--- config.mk ---
export PLATFORM = sky130hd
export DESIGN_NAME = base32_decoder_top
export DESIGN_NICKNAME = d
export VERILOG_FILES = /design/src/rtl/b32d_pkg.sv /design/src/rtl/b32d_symbol_map.sv /design/src/rtl/b32d_bit_packer.sv /design/src/rtl/base32_decoder_top.sv
export SDC_FILE = /design/constraint.sdc
export NUM_CORES = 1
export LEC_CHECK = 0
export ABC_AREA = 1
export BUFFER_PORTS_ARGS = -buffer_cell sky130_fd_sc_hd__buf_2
export CAP_MARGIN = 10
export CORE_MARGIN = 2
export CORE_UTILIZATION = 30
export DETAILED_ROUTE_END_ITERATION = 12
export SYNTH_ARGS = -nofsm -noshare
export SYNTH_HDL_FRONTEND = slang
export SYNTH_SLANG_ARGS = --single-unit
--- constraint.sdc ---
create_clock -name i_clk -period 4.5 [get_ports i_clk]
set_clock_uncertainty 0.2 [all_clocks]
set_input_delay 0.45 -clock i_clk [delete_from_list [all_inputs] [get_ports i_clk]]
set_output_delay 0.45 -clock i_clk [all_outputs]
set_load 0.02 [all_outputs]
--- src/rtl/b32d_pkg.sv ---
`timescale 1ns / 1ps
// ----------------------------------------------------------------------------
// b32d_pkg
// Shared types and constants for the base32 decoder.
// ----------------------------------------------------------------------------
package b32d_pkg;

    localparam int unsigned CHAR_W  = 8;
    localparam int unsigned BYTE_W  = 8;
    localparam int unsigned SYM_W   = 5;
    localparam int unsigned STORE_W = 7;
    localparam int unsigned CNT_W   = 3;
    localparam int unsigned BYTES_W = 16;

    localparam logic [CHAR_W-1:0] CHAR_NUL     = 8'h00;
    localparam logic [CHAR_W-1:0] CHAR_PAD     = 8'h3d;
    localparam logic [CHAR_W-1:0] CHAR_UPPER_A = 8'h41;
    localparam logic [CHAR_W-1:0] CHAR_UPPER_Z = 8'h5a;
    localparam logic [CHAR_W-1:0] CHAR_DIGIT_2 = 8'd50;
    localparam logic [CHAR_W-1:0] CHAR_DIGIT_7 = 8'h37;
    localparam logic [SYM_W-1:0]  DIGIT_BASE   = 5'h1a;

    localparam logic [BYTES_W-1:0] BYTES_MAX = 16'hffff;

    typedef enum logic [1:0] {
        KIND_DATA  = 2'd0,
        KIND_END   = 2'd1,
        KIND_ERROR = 2'd2
    } t_kind;

    typedef struct packed {
        logic             is_term;
        logic             is_sym;
        logic [SYM_W-1:0] value;
    } t_sym;

    typedef struct packed {
        logic               valid;
        t_kind              kind;
        logic [BYTE_W-1:0]  data;
        logic [BYTES_W-1:0] count;
    } t_result;

endpackage

--- src/rtl/b32d_symbol_map.sv ---
`timescale 1ns / 1ps
// ----------------------------------------------------------------------------
// b32d_symbol_map
// Classifies one character: terminator, alphabet symbol with its 5-bit value,
// or invalid.
// ----------------------------------------------------------------------------
module b32d_symbol_map (
    input  logic [b32d_pkg::CHAR_W-1:0] i_char,
    output b32d_pkg::t_sym              o_sym
);

    logic [b32d_pkg::CHAR_W-1:0] letter_off;
    logic [b32d_pkg::CHAR_W-1:0] digit_off;
    logic                        is_letter;
    logic                        is_digit;

    always_comb begin
        letter_off = i_char - b32d_pkg::CHAR_UPPER_A;
        digit_off  = i_char - b32d_pkg::CHAR_DIGIT_2;
        is_letter  = (i_char >= b32d_pkg::CHAR_UPPER_A) && (i_char <= b32d_pkg::CHAR_UPPER_Z);
        is_digit   = (i_char >= b32d_pkg::CHAR_DIGIT_2) && (i_char <= b32d_pkg::CHAR_DIGIT_7);

        o_sym.is_term = (i_char == b32d_pkg::CHAR_NUL) || (i_char == b32d_pkg::CHAR_PAD);
        o_sym.is_sym  = is_letter || is_digit;
        if (is_letter) begin
            o_sym.value = letter_off[b32d_pkg::SYM_W-1:0];
        end else if (is_digit) begin
            o_sym.value = digit_off[b32d_pkg::SYM_W-1:0] + b32d_pkg::DIGIT_BASE;
        end else begin
            o_sym.value = '0;
        end
    end

endmodule

--- src/rtl/b32d_bit_packer.sv ---
`timescale 1ns / 1ps
// ----------------------------------------------------------------------------
// b32d_bit_packer
// Holds leftover bits, their count and the byte count of the current string;
// forms the result for one classified character and updates on advance.
// ----------------------------------------------------------------------------
module b32d_bit_packer (
    input  logic                i_clk,
    input  logic                i_rst_n,
    input  logic                i_advance,
    input  b32d_pkg::t_sym      i_sym,
    output b32d_pkg::t_result   o_result
);

    localparam int unsigned ACC_W  = b32d_pkg::STORE_W + b32d_pkg::SYM_W;
    localparam int unsigned BITS_W = b32d_pkg::CNT_W + 1;

    logic [b32d_pkg::STORE_W-1:0] r_store, n_store;
    logic [b32d_pkg::CNT_W-1:0]   r_count, n_count;
    logic [b32d_pkg::BYTES_W-1:0] r_bytes, n_bytes;

    logic [ACC_W-1:0]  acc;
    logic [BITS_W-1:0] bits;
    logic [BITS_W-1:0] rest;
    logic [ACC_W-1:0]  shifted;
    logic [ACC_W-1:0]  mask;

    always_comb begin
        acc     = {r_store, i_sym.value};
        bits    = {1'b0, r_count} + BITS_W'(b32d_pkg::SYM_W);
        rest    = bits - BITS_W'(b32d_pkg::BYTE_W);
        shifted = acc >> rest;
        mask    = (ACC_W'(1) << rest) - ACC_W'(1);

        n_store         = r_store;
        n_count         = r_count;
        n_bytes         = r_bytes;
        o_result.valid  = 1'b0;
        o_result.kind   = b32d_pkg::KIND_DATA;
        o_result.data   = '0;
        o_result.count  = '0;

        if (i_sym.is_term) begin
            o_result.valid = 1'b1;
            o_result.kind  = b32d_pkg::KIND_END;
            o_result.count = r_bytes;
            n_store        = '0;
            n_count        = '0;
            n_bytes        = '0;
        end else if (!i_sym.is_sym) begin
            o_result.valid = 1'b1;
            o_result.kind  = b32d_pkg::KIND_ERROR;
            n_store        = '0;
            n_count        = '0;
            n_bytes        = '0;
        end else if (bits >= BITS_W'(b32d_pkg::BYTE_W)) begin
            o_result.valid = 1'b1;
            o_result.data  = shifted[b32d_pkg::BYTE_W-1:0];
            n_store        = b32d_pkg::STORE_W'(acc & mask);
            n_count        = rest[b32d_pkg::CNT_W-1:0];
            if (r_bytes != b32d_pkg::BYTES_MAX) begin
                n_bytes = r_bytes + 1'b1;
            end
        end else begin
            n_store = acc[b32d_pkg::STORE_W-1:0];
            n_count = bits[b32d_pkg::CNT_W-1:0];
        end
    end

    always_ff @(posedge i_clk) begin
        if (!i_rst_n) begin
            r_store <= '0;
            r_count <= '0;
            r_bytes <= '0;
        end else if (i_advance) begin
            r_store <= n_store;
            r_count <= n_count;
            r_bytes <= n_bytes;
        end
    end

endmodule

--- src/rtl/base32_decoder_top.sv ---
`timescale 1ns / 1ps
// ----------------------------------------------------------------------------
// base32_decoder_top
// Streaming base32 decoder: one character per word in, at most one data,
// end or error word out per character.
//
//   channel | valid        | ready        | payload
//   --------+--------------+--------------+----------------------------------
//   in      | i_in_valid   | o_in_ready   | i_in_char
//   out     | o_out_valid  | i_out_ready  | o_out_byte, o_kind, o_byte_count
//
// one character per cycle sustained while the output is not stalled; a result
// word passes through the input register, then the result register
// reset clears both valid flags and the leftover bit state
// a stalled output holds its word; the input register still drains
// characters that give no result
// ----------------------------------------------------------------------------
module base32_decoder_top (
    input  logic                         i_clk,
    input  logic                         i_rst_n,
    input  logic                         i_in_valid,
    output logic                         o_in_ready,
    input  logic [b32d_pkg::CHAR_W-1:0]  i_in_char,
    output logic                         o_out_valid,
    input  logic                         i_out_ready,
    output logic [b32d_pkg::BYTE_W-1:0]  o_out_byte,
    output logic [1:0]                   o_kind,
    output logic [b32d_pkg::BYTES_W-1:0] o_byte_count
);

    logic                        r_in_valid;
    logic [b32d_pkg::CHAR_W-1:0] r_in_char;
    logic                        r_out_valid;
    b32d_pkg::t_result           r_out;

    b32d_pkg::t_sym    sym;
    b32d_pkg::t_result result;
    logic              out_free;
    logic              advance;

    assign out_free   = !r_out_valid || i_out_ready;
    assign advance    = r_in_valid && (out_free || !result.valid);
    assign o_in_ready = !r_in_valid || advance;

    b32d_symbol_map u_map (
        .i_char (r_in_char),
        .o_sym  (sym)
    );

    b32d_bit_packer u_packer (
        .i_clk     (i_clk),
        .i_rst_n   (i_rst_n),
        .i_advance (advance),
        .i_sym     (sym),
        .o_result  (result)
    );

    always_ff @(posedge i_clk) begin
        if (!i_rst_n) begin
            r_in_valid <= 1'b0;
        end else if (o_in_ready) begin
            r_in_valid <= i_in_valid;
        end
    end

    always_ff @(posedge i_clk) begin
        if (o_in_ready && i_in_valid) begin
            r_in_char <= i_in_char;
        end
    end

    always_ff @(posedge i_clk) begin
        if (!i_rst_n) begin
            r_out_valid <= 1'b0;
        end else if (out_free) begin
            r_out_valid <= advance && result.valid;
        end
    end

    always_ff @(posedge i_clk) begin
        if (out_free && advance && result.valid) begin
            r_out <= result;
        end
    end

    assign o_out_valid  = r_out_valid;
    assign o_out_byte   = r_out.data;
    assign o_kind       = r_out.kind;
    assign o_byte_count = r_out.count;

endmodule

Word level (Yosys, flattened, before mapping)
Cells that the tools add are included.
- $add $sub $neg: 7
- multiply operators: 0
- divide/modulo/power cells: 0
- magnitude comparators: 5
- equality and inequality tests: 4
- shift-type cells: 2
- muxes and demuxes: 16
- bitwise operators: 3
- reduce and logical (&&, ||, !) cells: 18
- operators by type and width (cell ; count):
    two-way mux 16 bit ; 4
    two-way mux 7 bit ; 3
    adder 16 x 1 -> 16 bit, second input constant ; 1
    inequality test 16 bit, second input constant ; 1
    two-way mux 3 bit ; 4
    right shift 12 x 4 -> 8 bit ; 1
    two-way mux 5 bit ; 2
    == test 8 x 6 -> 1 bit, second input constant ; 1
    greater-or-equal comparator 8 x 6 -> 1 bit, second input constant ; 1
    greater-or-equal comparator 8 x 7 -> 1 bit, second input constant ; 1
    <= comparator 8 x 6 -> 1 bit, second input constant ; 1
    <= comparator 8 x 7 -> 1 bit, second input constant ; 1
    zero test 8 bit ; 1
    bitwise AND 7 bit ; 1
    logical AND 1 bit ; 7
    left shift 1 x 4 -> 7 bit, first input constant ; 1
    subtractor 7 x 2 -> 7 bit, second input constant ; 1
    inequality test 3 bit, second input constant ; 2
    adder 5 bit, second input constant ; 1
    logical OR 1 bit ; 5
    subtractor 5 x 1 -> 5 bit, second input constant ; 1
    subtractor 5 bit, second input constant ; 1
    adder 3 x 3 -> 4 bit, second input constant ; 1
    greater-or-equal comparator 4 bit, second input constant ; 1
    7 further kinds ; 11
- register bits: 62
- bits in latches: 0
- memory bits (writable): 0
- memory bits (read-only): 0
- input bits: 12
- word-level logic and storage cells: 64
- memories kept: 0

Longest topological paths before layout
Gate-level depths: netlist of run 1.
- word-level depth: 10
- mapped depth: 13

By module
From an unflattened synthesis of run 1, not the netlist that was laid out.
- cells, all modules: 461
- area, all modules: 3574.7 um2
- modules (own cells, without submodules) (module ; times used ; cells each ; area an instance (um2)):
    b32d_bit_packer ; 1 ; 339 ; 2063.2
    base32_decoder_top ; 1 ; 53 ; 1142.3
    b32d_symbol_map ; 1 ; 69 ; 369.1

Worst setup path after synthesis of run 1
Ideal clock, no wire load.
- path type: register -> register
- start point: register u_packer.r_count[0] (netlist bit)
- end point: register r_out, in the netlist o_out_byte[0] (data pin)
- arrival: 1.929 ns
- required time: 4.047 ns
- slack: 2.118 ns
- cell stages (with the launch flop): 12
- buffers on the path: 3
- clock period less this slack: 2.382 ns
- cells stage by stage: dfxtp_1 > inv_1 > clkbuf_1 > ha_1 > clkbuf_1 > inv_1 > clkbuf_1 > nand3_1 > nand2_1 > nand2_1 > nand2_1 > nor2_1
- longest elaborated chain between the ends: 4
- elaborated cells between the ends (all ways): 6
- classes of those cells: add/sub: 2; order compare: 1; shift: 1; bitwise: 1; reduce/logical: 1
- ends and longest elaborated chain (element ; line ; RTL):
    from (decl) ; b32d_bit_packer.sv:19 ; logic [b32d_pkg::CNT_W-1:0] r_count, n_count;
    from (signal assigned) ; b32d_bit_packer.sv:77 ; r_count <= n_count;
    adder 3 x 3 -> 4 bit (*) ; b32d_bit_packer.sv:30 ; bits = {1'b0, r_count} + BITS_W'(b32d_pkg::SYM_W);
    branches (longest 3 deep; another with subtractor 4 bit) ; -- ;
    to (signal assigned) ; base32_decoder_top.sv:82 ; r_out <= result;
    to (decl) ; base32_decoder_top.sv:34 ; b32d_pkg::t_result r_out;
Mark *: on every way between the ends.
A chain may end at the register's enable or synchronous reset.

Final worst setup path of run 1
- start point: register u_packer.r_count[0] (netlist bit)
- end point: register r_out, in the netlist o_out_byte[1] (data pin)
Same word-level chain as after synthesis.

==> results of run 1 <==
[power breakdown]
group | internal [uW] | switching [uW] | leakage [uW]
clock | 372 | 266 | 0.000132
sequential | 620 | 17.5 | 0.000556
combinational | 51.3 | 118 | 0.000999
total | 1040 | 402 | 0.00169
[registers in the layout, indices dropped and copies added, names as in the netlist]
signal            flops
o_kind                2
u_packer.r_store      7
u_packer.r_count      3
r_in_valid            1
o_byte_count         16
o_out_valid           1
u_packer.r_bytes     16
r_in_char             8
o_out_byte            8
[worst max-delay path: stages (launching register included)]
cell and delay (ns):
sky130_fd_sc_hd__dfxtp_1 0.68, sky130_fd_sc_hd__inv_1 0.32, sky130_fd_sc_hd__ha_1 0.48, sky130_fd_sc_hd__inv_1 0.34, sky130_fd_sc_hd__mux2i_1 0.24, sky130_fd_sc_hd__inv_1 0.07
sky130_fd_sc_hd__o21ai_0 0.16, sky130_fd_sc_hd__nor2_1 0.07
[metrics by stage]
step	instances	power, uW	worst slack, ns	hold slack, ns	utilization
finish	676	1450	1.69	0.0848	0.355
global route	676	1510	1.52	0.0801	0.355
detailed placement	660	818	1.74	0.286	0.332
global placement	660	814	1.89	0.271	0.332
CTS	676	1460	1.70	0.0767	0.355
floorplan	489	778	2.12	0.258	-
[cell type report]
type,instances,area (um^2),area share
multi-input cells,358,1830,0.428
flip-flops and latches,62,1580,0.371
clock buffers,9,225,0.0528
inverters,54,203,0.0476
repair buffers,39,195,0.0458
well taps,147,184,0.0432
clock inverters,7,47.5,0.0112
[logic make-up (layout without fill, tap and decap cells)]
logic type	count (synthesis)	count (layout)	synth area share
adders and majority gates	12	12	0.0406
muxes	1	1	0.00271
xor gates and xnor gates	10	10	0.0237
and+or+nand+nor	281	281	0.349
AOI/OAI and AO/OA	54	54	0.0778
buffers and inverters	69	109	0.0791
DFF	62	62	0.427
[routing by layer]
layer / GRT usage / wire length (um)
met3: 0.0332 / 496
met5: 0 / 0
met1: 0.190 / 4150
met4: 0.0659 / 180
met2: 0.196 / 3600
[how the worst min path moves through the flow]
stage	end	slack [ns]	cells after the start
after global placement	u_packer.r_bytes[15]	0.27	2
after global routing	r_in_char[6]	0.08	1
after detailed placement	u_packer.r_bytes[15]	0.29	2
final	r_in_char[6]	0.08	1
after floorplan	u_packer.r_bytes[15]	0.26	2
after CTS	r_in_char[3]	0.08	1
[layout by cell type (no fill, tap or decap), drive strengths merged, types with 12 or more instances in the layout]
cell type    n
dfxtp       28
o21ai       21
buf         39
nand2      120
nand3       60
ha          12
edfxtp      34
a21oi       28
inv         55
nor2        82
==> metrics.log, run 1 <==
INFO  metric outcome = finished, final reports clean
INFO  metric setup-tns-final = 0 ns
INFO  metric violation_count_after_the_first_detailed_routing_iteration = 203
INFO  metric endpoint = o_out_byte[1]
INFO  metric data_required_time_at_the_worst_endpoint = 4.39 ns
INFO  metric power.ir.vdd_worst = 0.000186 V
INFO  metric hold_path.startpoint = i_in_char[6]
INFO  metric grtUsageTotal = 0.136
INFO  metric nNetsFinal = 548
INFO  metric std_cell_rows = 40
INFO  metric netlist_top_cells_area = sky130_fd_sc_hd__edfxtp_1 (28%), sky130_fd_sc_hd__dfxtp_1 (15%), sky130_fd_sc_hd__nand2_1 (12%), sky130_fd_sc_hd__nor2_1 (7.8%), sky130_fd_sc_hd__nand3_1 (7.4%)
INFO  metric grt_start_max_net_pins = 42
INFO  metric final_layout_size_suffix_gt1_frac = 0.147
INFO  metric avgSynthCellArea = 7.57 um^2
INFO  metric postSynth.topFlopCell = sky130_fd_sc_hd__edfxtp_1
INFO  metric slew_viol_final = 0
INFO  metric ioPinCount = 40
INFO  metric drt-pass1-iter-count = 5
INFO  metric cp-end-kind = flip-flop
INFO  metric die_area = 0.0132 mm^2
INFO  metric synth_register_bits = 62
INFO  metric seq_area_frac_synth = 0.427
INFO  metric worst_r2r_path_depth = 7
INFO  metric totalWireLength = 8420 um
INFO  metric port-buffer-count = 39
INFO  metric tightest_slew = 0.632 ns
INFO  metric worstSetupStartpoint = u_packer.r_count[0]
INFO  metric dp_hpwl = 5970 um
INFO  metric crit_arrival = 2.69 ns
INFO  metric post_synth_instance_area = 0.00370 mm^2
INFO  metric holdBufCountCts = 0
INFO  metric period_utilization_post_route = 0.623
INFO  metric hold_class = in -> reg
INFO  metric post_synth_most_frequent_cells = sky130_fd_sc_hd__nand2_1 (115), sky130_fd_sc_hd__nor2_1 (77), sky130_fd_sc_hd__nand3_1 (55), sky130_fd_sc_hd__inv_1 (51), sky130_fd_sc_hd__edfxtp_1 (34)
INFO  metric post_synth_num_cell_types = 36
INFO  metric placedInstanceArea = 0.00399 mm^2
INFO  metric clk_path_buf_depth = 2
INFO  metric drt_drc_violations_left = 0
INFO  metric postCtsSetupBuffers = 0
INFO  metric numClockSinks = 62
INFO  metric num_antenna_cells = 0
INFO  metric routedWlPerCell = 12.5 um
INFO  metric final_hold_viol_count = 0
INFO  metric antenna_found_initial = 0
INFO  metric yosys.cell_count.top_type = sky130_fd_sc_hd__nand2_1
INFO  metric relative_slew_margins = 0.579
INFO  metric worst-path-max-fanout = 19
INFO  metric h_tree_levels = 3
INFO  metric die_y = 115 um
INFO  metric route.detailed.vias_per_inst = 4.82
INFO  metric cts_root_buffer = sky130_fd_sc_hd__clkbuf_16
INFO  metric vias_in_the_first_global_route = 2971
INFO  metric core_area = 0.0120 mm^2
INFO  metric worst_r2r_startpoint = u_packer.r_count[0]
INFO  metric netlist_instances = 489
INFO  metric clkTransAtPathRegs = 0.05 ns
INFO  metric max_freq = 356 MHz
INFO  metric setup_viol = 0
INFO  metric timing.critical_path.from_type = flip-flop
INFO  metric cts_tree = built
INFO  metric setup_repair_after_global_routing_missed_its_margin = false
INFO  metric synth-async-reset-ratio = 0
INFO  metric number_of_enable_type_register_cells_in_the_synthesized_netlist = 34
INFO  metric initial_utilization = 0.308
INFO  metric synth_nets = 513
INFO  metric criticalPathCategory = reg -> reg
INFO  metric first_pass_grt_wire_length = 14100 um
INFO  metric max_cap_viol_count = 0
INFO  metric syn2layout_area_growth = 15.2%
INFO  metric cts_buffers = 9
INFO  metric r2r_end = o_out_byte[1]
INFO  metric synthDominantAreaCellType = sky130_fd_sc_hd__edfxtp_1
INFO  metric clock_insertion_delay_worst_skew = 0.34 ns
INFO  metric leakage = 0.00169 uW
INFO  metric yosysWarningCount = 0
INFO  metric final_antenna_net_count = 0
INFO  metric grt-ovfl-total = 0
INFO  metric gp_congestion = 0.897
INFO  metric num_vias = 3257
INFO  metric power_per_cell_area = 339 mW/mm^2
INFO  metric die_x = 115 um
INFO  metric filler_cells_inserted = 1260
INFO  metric cts-resized-gates = 0
INFO  metric synth.top_cell.area_share = 0.276
INFO  metric worst-r2r-setup-slack = 1.69 ns
INFO  metric fin_area = 0.00426 mm^2
INFO  metric final.min_clock_period = 2.81 ns
(Power assumes the default switching activity.)
==> run 2, diff against run 1 <==
==> constraint.sdc (replaced) <==
create_clock -name i_clk -period 2.4 [get_ports i_clk]
set_clock_uncertainty 0.2 [all_clocks]
set_input_delay 0.24 -clock i_clk [delete_from_list [all_inputs] [get_ports i_clk]]
set_output_delay 0.24 -clock i_clk [all_outputs]
set_load 0.02 [all_outputs]
==> run 2 against run 1 <==
Effect of this change: wire length is 4.7% higher; combinational power increased by 120%; critical endpoint is now o_in_ready; sequential share of layout area is 2.1 points lower; final area grew 6.0%; utilization is 2.1 points higher; largest power group unchanged.
==> metrics.log, run 2 (synthesis results as in run 1) <==
INFO  metric filler_cells_inserted = 1245 (-1.2%)
INFO  metric setup_viol = 0 (unchanged)
INFO  metric numClockSinks = 62 (unchanged)
INFO  metric die_y = 115 um (unchanged)
INFO  metric worst-r2r-setup-slack = 0.18 ns (-1.51 ns)
INFO  metric leakage = 0.00180 uW (+6.9%)
INFO  metric setup-tns-final = 0 ns (unchanged)
INFO  metric grt_start_max_net_pins = 21 (-50%)
INFO  metric vias_in_the_first_global_route = 3095 (+4.2%)
INFO  metric antenna_found_initial = 0 (unchanged)
INFO  metric worst_r2r_startpoint = r_in_char[2]
INFO  metric cts_tree = built
INFO  metric data_required_time_at_the_worst_endpoint = 1.96 ns (-2.43 ns)
INFO  metric mostFrequentLayoutCells = sky130_fd_sc_hd__nand2_1 (115), sky130_fd_sc_hd__nor2_1 (77), sky130_fd_sc_hd__nand3_1 (54)
INFO  metric num_vias = 3378 (+3.7%)
INFO  metric max_freq = 437 MHz
INFO  metric hold_class = in -> reg
INFO  metric cts_buffers = 9 (unchanged)
INFO  metric first_pass_grt_wire_length = 14500 um (+2.3%)
INFO  metric routedWlPerCell = 12.6 um (+1.1%)
INFO  metric leading_cell_type_in_the_layout_fill_and_taps_excluded = sky130_fd_sc_hd__nand2_1
INFO  metric period_utilization_post_route = 0.953
INFO  metric totalWireLength = 8820 um (+4.7%)
INFO  metric cts_root_buffer = sky130_fd_sc_hd__clkbuf_16
INFO  metric violation_count_after_the_first_detailed_routing_iteration = 215 (+5.9%)
INFO  metric max_cap_viol_count = 0 (unchanged)
INFO  metric slew_viol_final = 0 (unchanged)
INFO  metric core_area = 0.0120 mm^2 (unchanged)
INFO  metric fin_area = 0.00452 mm^2 (+6.0%)
INFO  metric endpoint = o_in_ready
INFO  metric dp_hpwl = 6200 um (+3.9%)
INFO  metric outcome = finished, final reports clean
INFO  metric die_x = 115 um (unchanged)
INFO  metric clkTransAtPathRegs = 0.05 ns (about the same)
INFO  metric h_tree_levels = 3 (unchanged)
INFO  metric die_area = 0.0132 mm^2 (unchanged)
INFO  metric relative_slew_margins = 0.593 (+0.0143)
INFO  metric grt-ovfl-total = 0 (unchanged)
INFO  metric crit_arrival = 1.85 ns (-0.84 ns)
INFO  metric nNetsFinal = 572 (+4.4%)
INFO  metric gp_congestion = 0.913 (+1.9%)
INFO  metric timing.critical_path.from_type = flip-flop
INFO  metric final_layout_size_suffix_gt1_frac = 0.175 (+0.0280)
INFO  metric hold_path.startpoint = i_in_valid
INFO  metric initial_utilization = 0.308 (unchanged)
INFO  metric final_hold_viol_count = 0 (unchanged)
INFO  metric combined_area_of_the_multi_input_logic_cells = 0.00185 mm^2 (+1.6%)
INFO  metric drt_drc_violations_left = 0 (unchanged)
INFO  metric criticalPathCategory = reg -> out
INFO  metric final_antenna_net_count = 0 (unchanged)
INFO  metric worst-path-max-fanout = 8 (-11)
INFO  metric grtUsageTotal = 0.138 (+0.00213)
INFO  metric tightest_slew = 0.607 ns (-0.0252 ns)
INFO  metric final.min_clock_period = 2.29 ns
INFO  metric clock_insertion_delay_worst_skew = 0.34 ns (about the same)
INFO  metric placedInstanceArea = 0.00410 mm^2 (+2.9%)
INFO  metric power_per_cell_area = 603 mW/mm^2 (+78%)
INFO  metric route.detailed.vias_per_inst = 4.83 (+0.16%)
INFO  metric worstSetupStartpoint = r_in_char[0]
INFO  metric worst_r2r_path_depth = 9 (+2)
INFO  metric num_antenna_cells = 0 (unchanged)
INFO  metric cp-end-kind = output pin
INFO  metric power.ir.vdd_worst = 0.000423 V (+130%)
INFO  metric setup_repair_after_global_routing_missed_its_margin = false
INFO  metric ioPinCount = 40 (unchanged)
INFO  metric syn2layout_area_growth = 22.1%
INFO  metric clk_path_buf_depth = 2 (unchanged)
INFO  metric port-buffer-count = 39 (unchanged)
INFO  metric layout.area.seq = 0.00158 mm^2 (unchanged)
INFO  metric drt-pass1-iter-count = 5 (unchanged)
INFO  metric std_cell_rows = 40 (unchanged)
INFO  metric r2r_end = r_in_char[2]
[run 2: cell count changes in the layout (fill, tap and decap cells not counted), moves of 2 or more]
| cell | delta |
|---|---|
| sky130_fd_sc_hd__buf_4 | +14 |
| sky130_fd_sc_hd__ha_1 | -2 |
| sky130_fd_sc_hd__inv_6 | -2 |
| sky130_fd_sc_hd__buf_12 | +2 |
| sky130_fd_sc_hd__dlygate4sd3_1 | +8 |
[run 2: layer usage]
metal,GRT usage,routed length [um],vias up
li1,-,-,1717
met4,0.0659,205,0
met5,0,0,-
met2,0.204,3820,103
met3,0.0311,511,16
met1,0.191,4280,1542
[run 2: worst min path at each step]
| stage | to | slack, ns | cells after the start |
|---|---|---|---|
| after detailed placement | r_in_char[4] | 0.22 | 1 |
| after floorplan | r_in_char[0] | 0.14 | 0 |
| after global routing | r_in_valid | 0.02 | 3 |
| after global placement | r_in_char[3] | 0.22 | 1 |
| final | r_in_valid | 0.01 | 3 |
| after CTS | r_in_valid | 0.02 | 3 |
[run 2: report_power, final]
group	switching, uW	internal, uW
Sequential	28.2	1160
Clock	472	693
Combinational	236	133
Total	736	1990
[run 2: timing repair]
action	4_1_cts	5_1_grt
setup buffers	2	2
setup endpoints to repair	1	9
pin swaps	1	2
resized for setup	3	5
hold buffers	8	0
hold endpoints to repair	8	0
[run 2: stage by stage]
step	std cells	utilization	power (uW)	setup slack (ns)	hold WS [ns]
finish	700	0.376	2720	0.113	0.0141
global route	700	0.376	2840	0.0136	0.0178
CTS	698	0.372	2750	0.00584	0.0189
detailed placement	672	0.342	1560	0.0549	0.222
global placement	672	0.342	1560	0.156	0.216
floorplan	489	-	1460	0.0182	0.139
[run 2: layout make-up]
class                   instances  area share
well taps                     147      0.0407
repair buffers                 63      0.0945
inverters                      54      0.0449
flip-flops and latches         62       0.350
multi-input cells             358       0.411
clock buffers                  10      0.0507
clock inverters                 6     0.00859
[run 2: worst max-delay path, stage by stage, from the launching register on]
cell and delay (ns):
sky130_fd_sc_hd__edfxtp_1 0.44, sky130_fd_sc_hd__ha_2 0.23, sky130_fd_sc_hd__nor2_1 0.12, sky130_fd_sc_hd__nand3_2 0.13
sky130_fd_sc_hd__nand3_4 0.14, sky130_fd_sc_hd__nand2_8 0.09, sky130_fd_sc_hd__nand2_4 0.11, sky130_fd_sc_hd__nand3_2 0.10
sky130_fd_sc_hd__buf_6 0.17
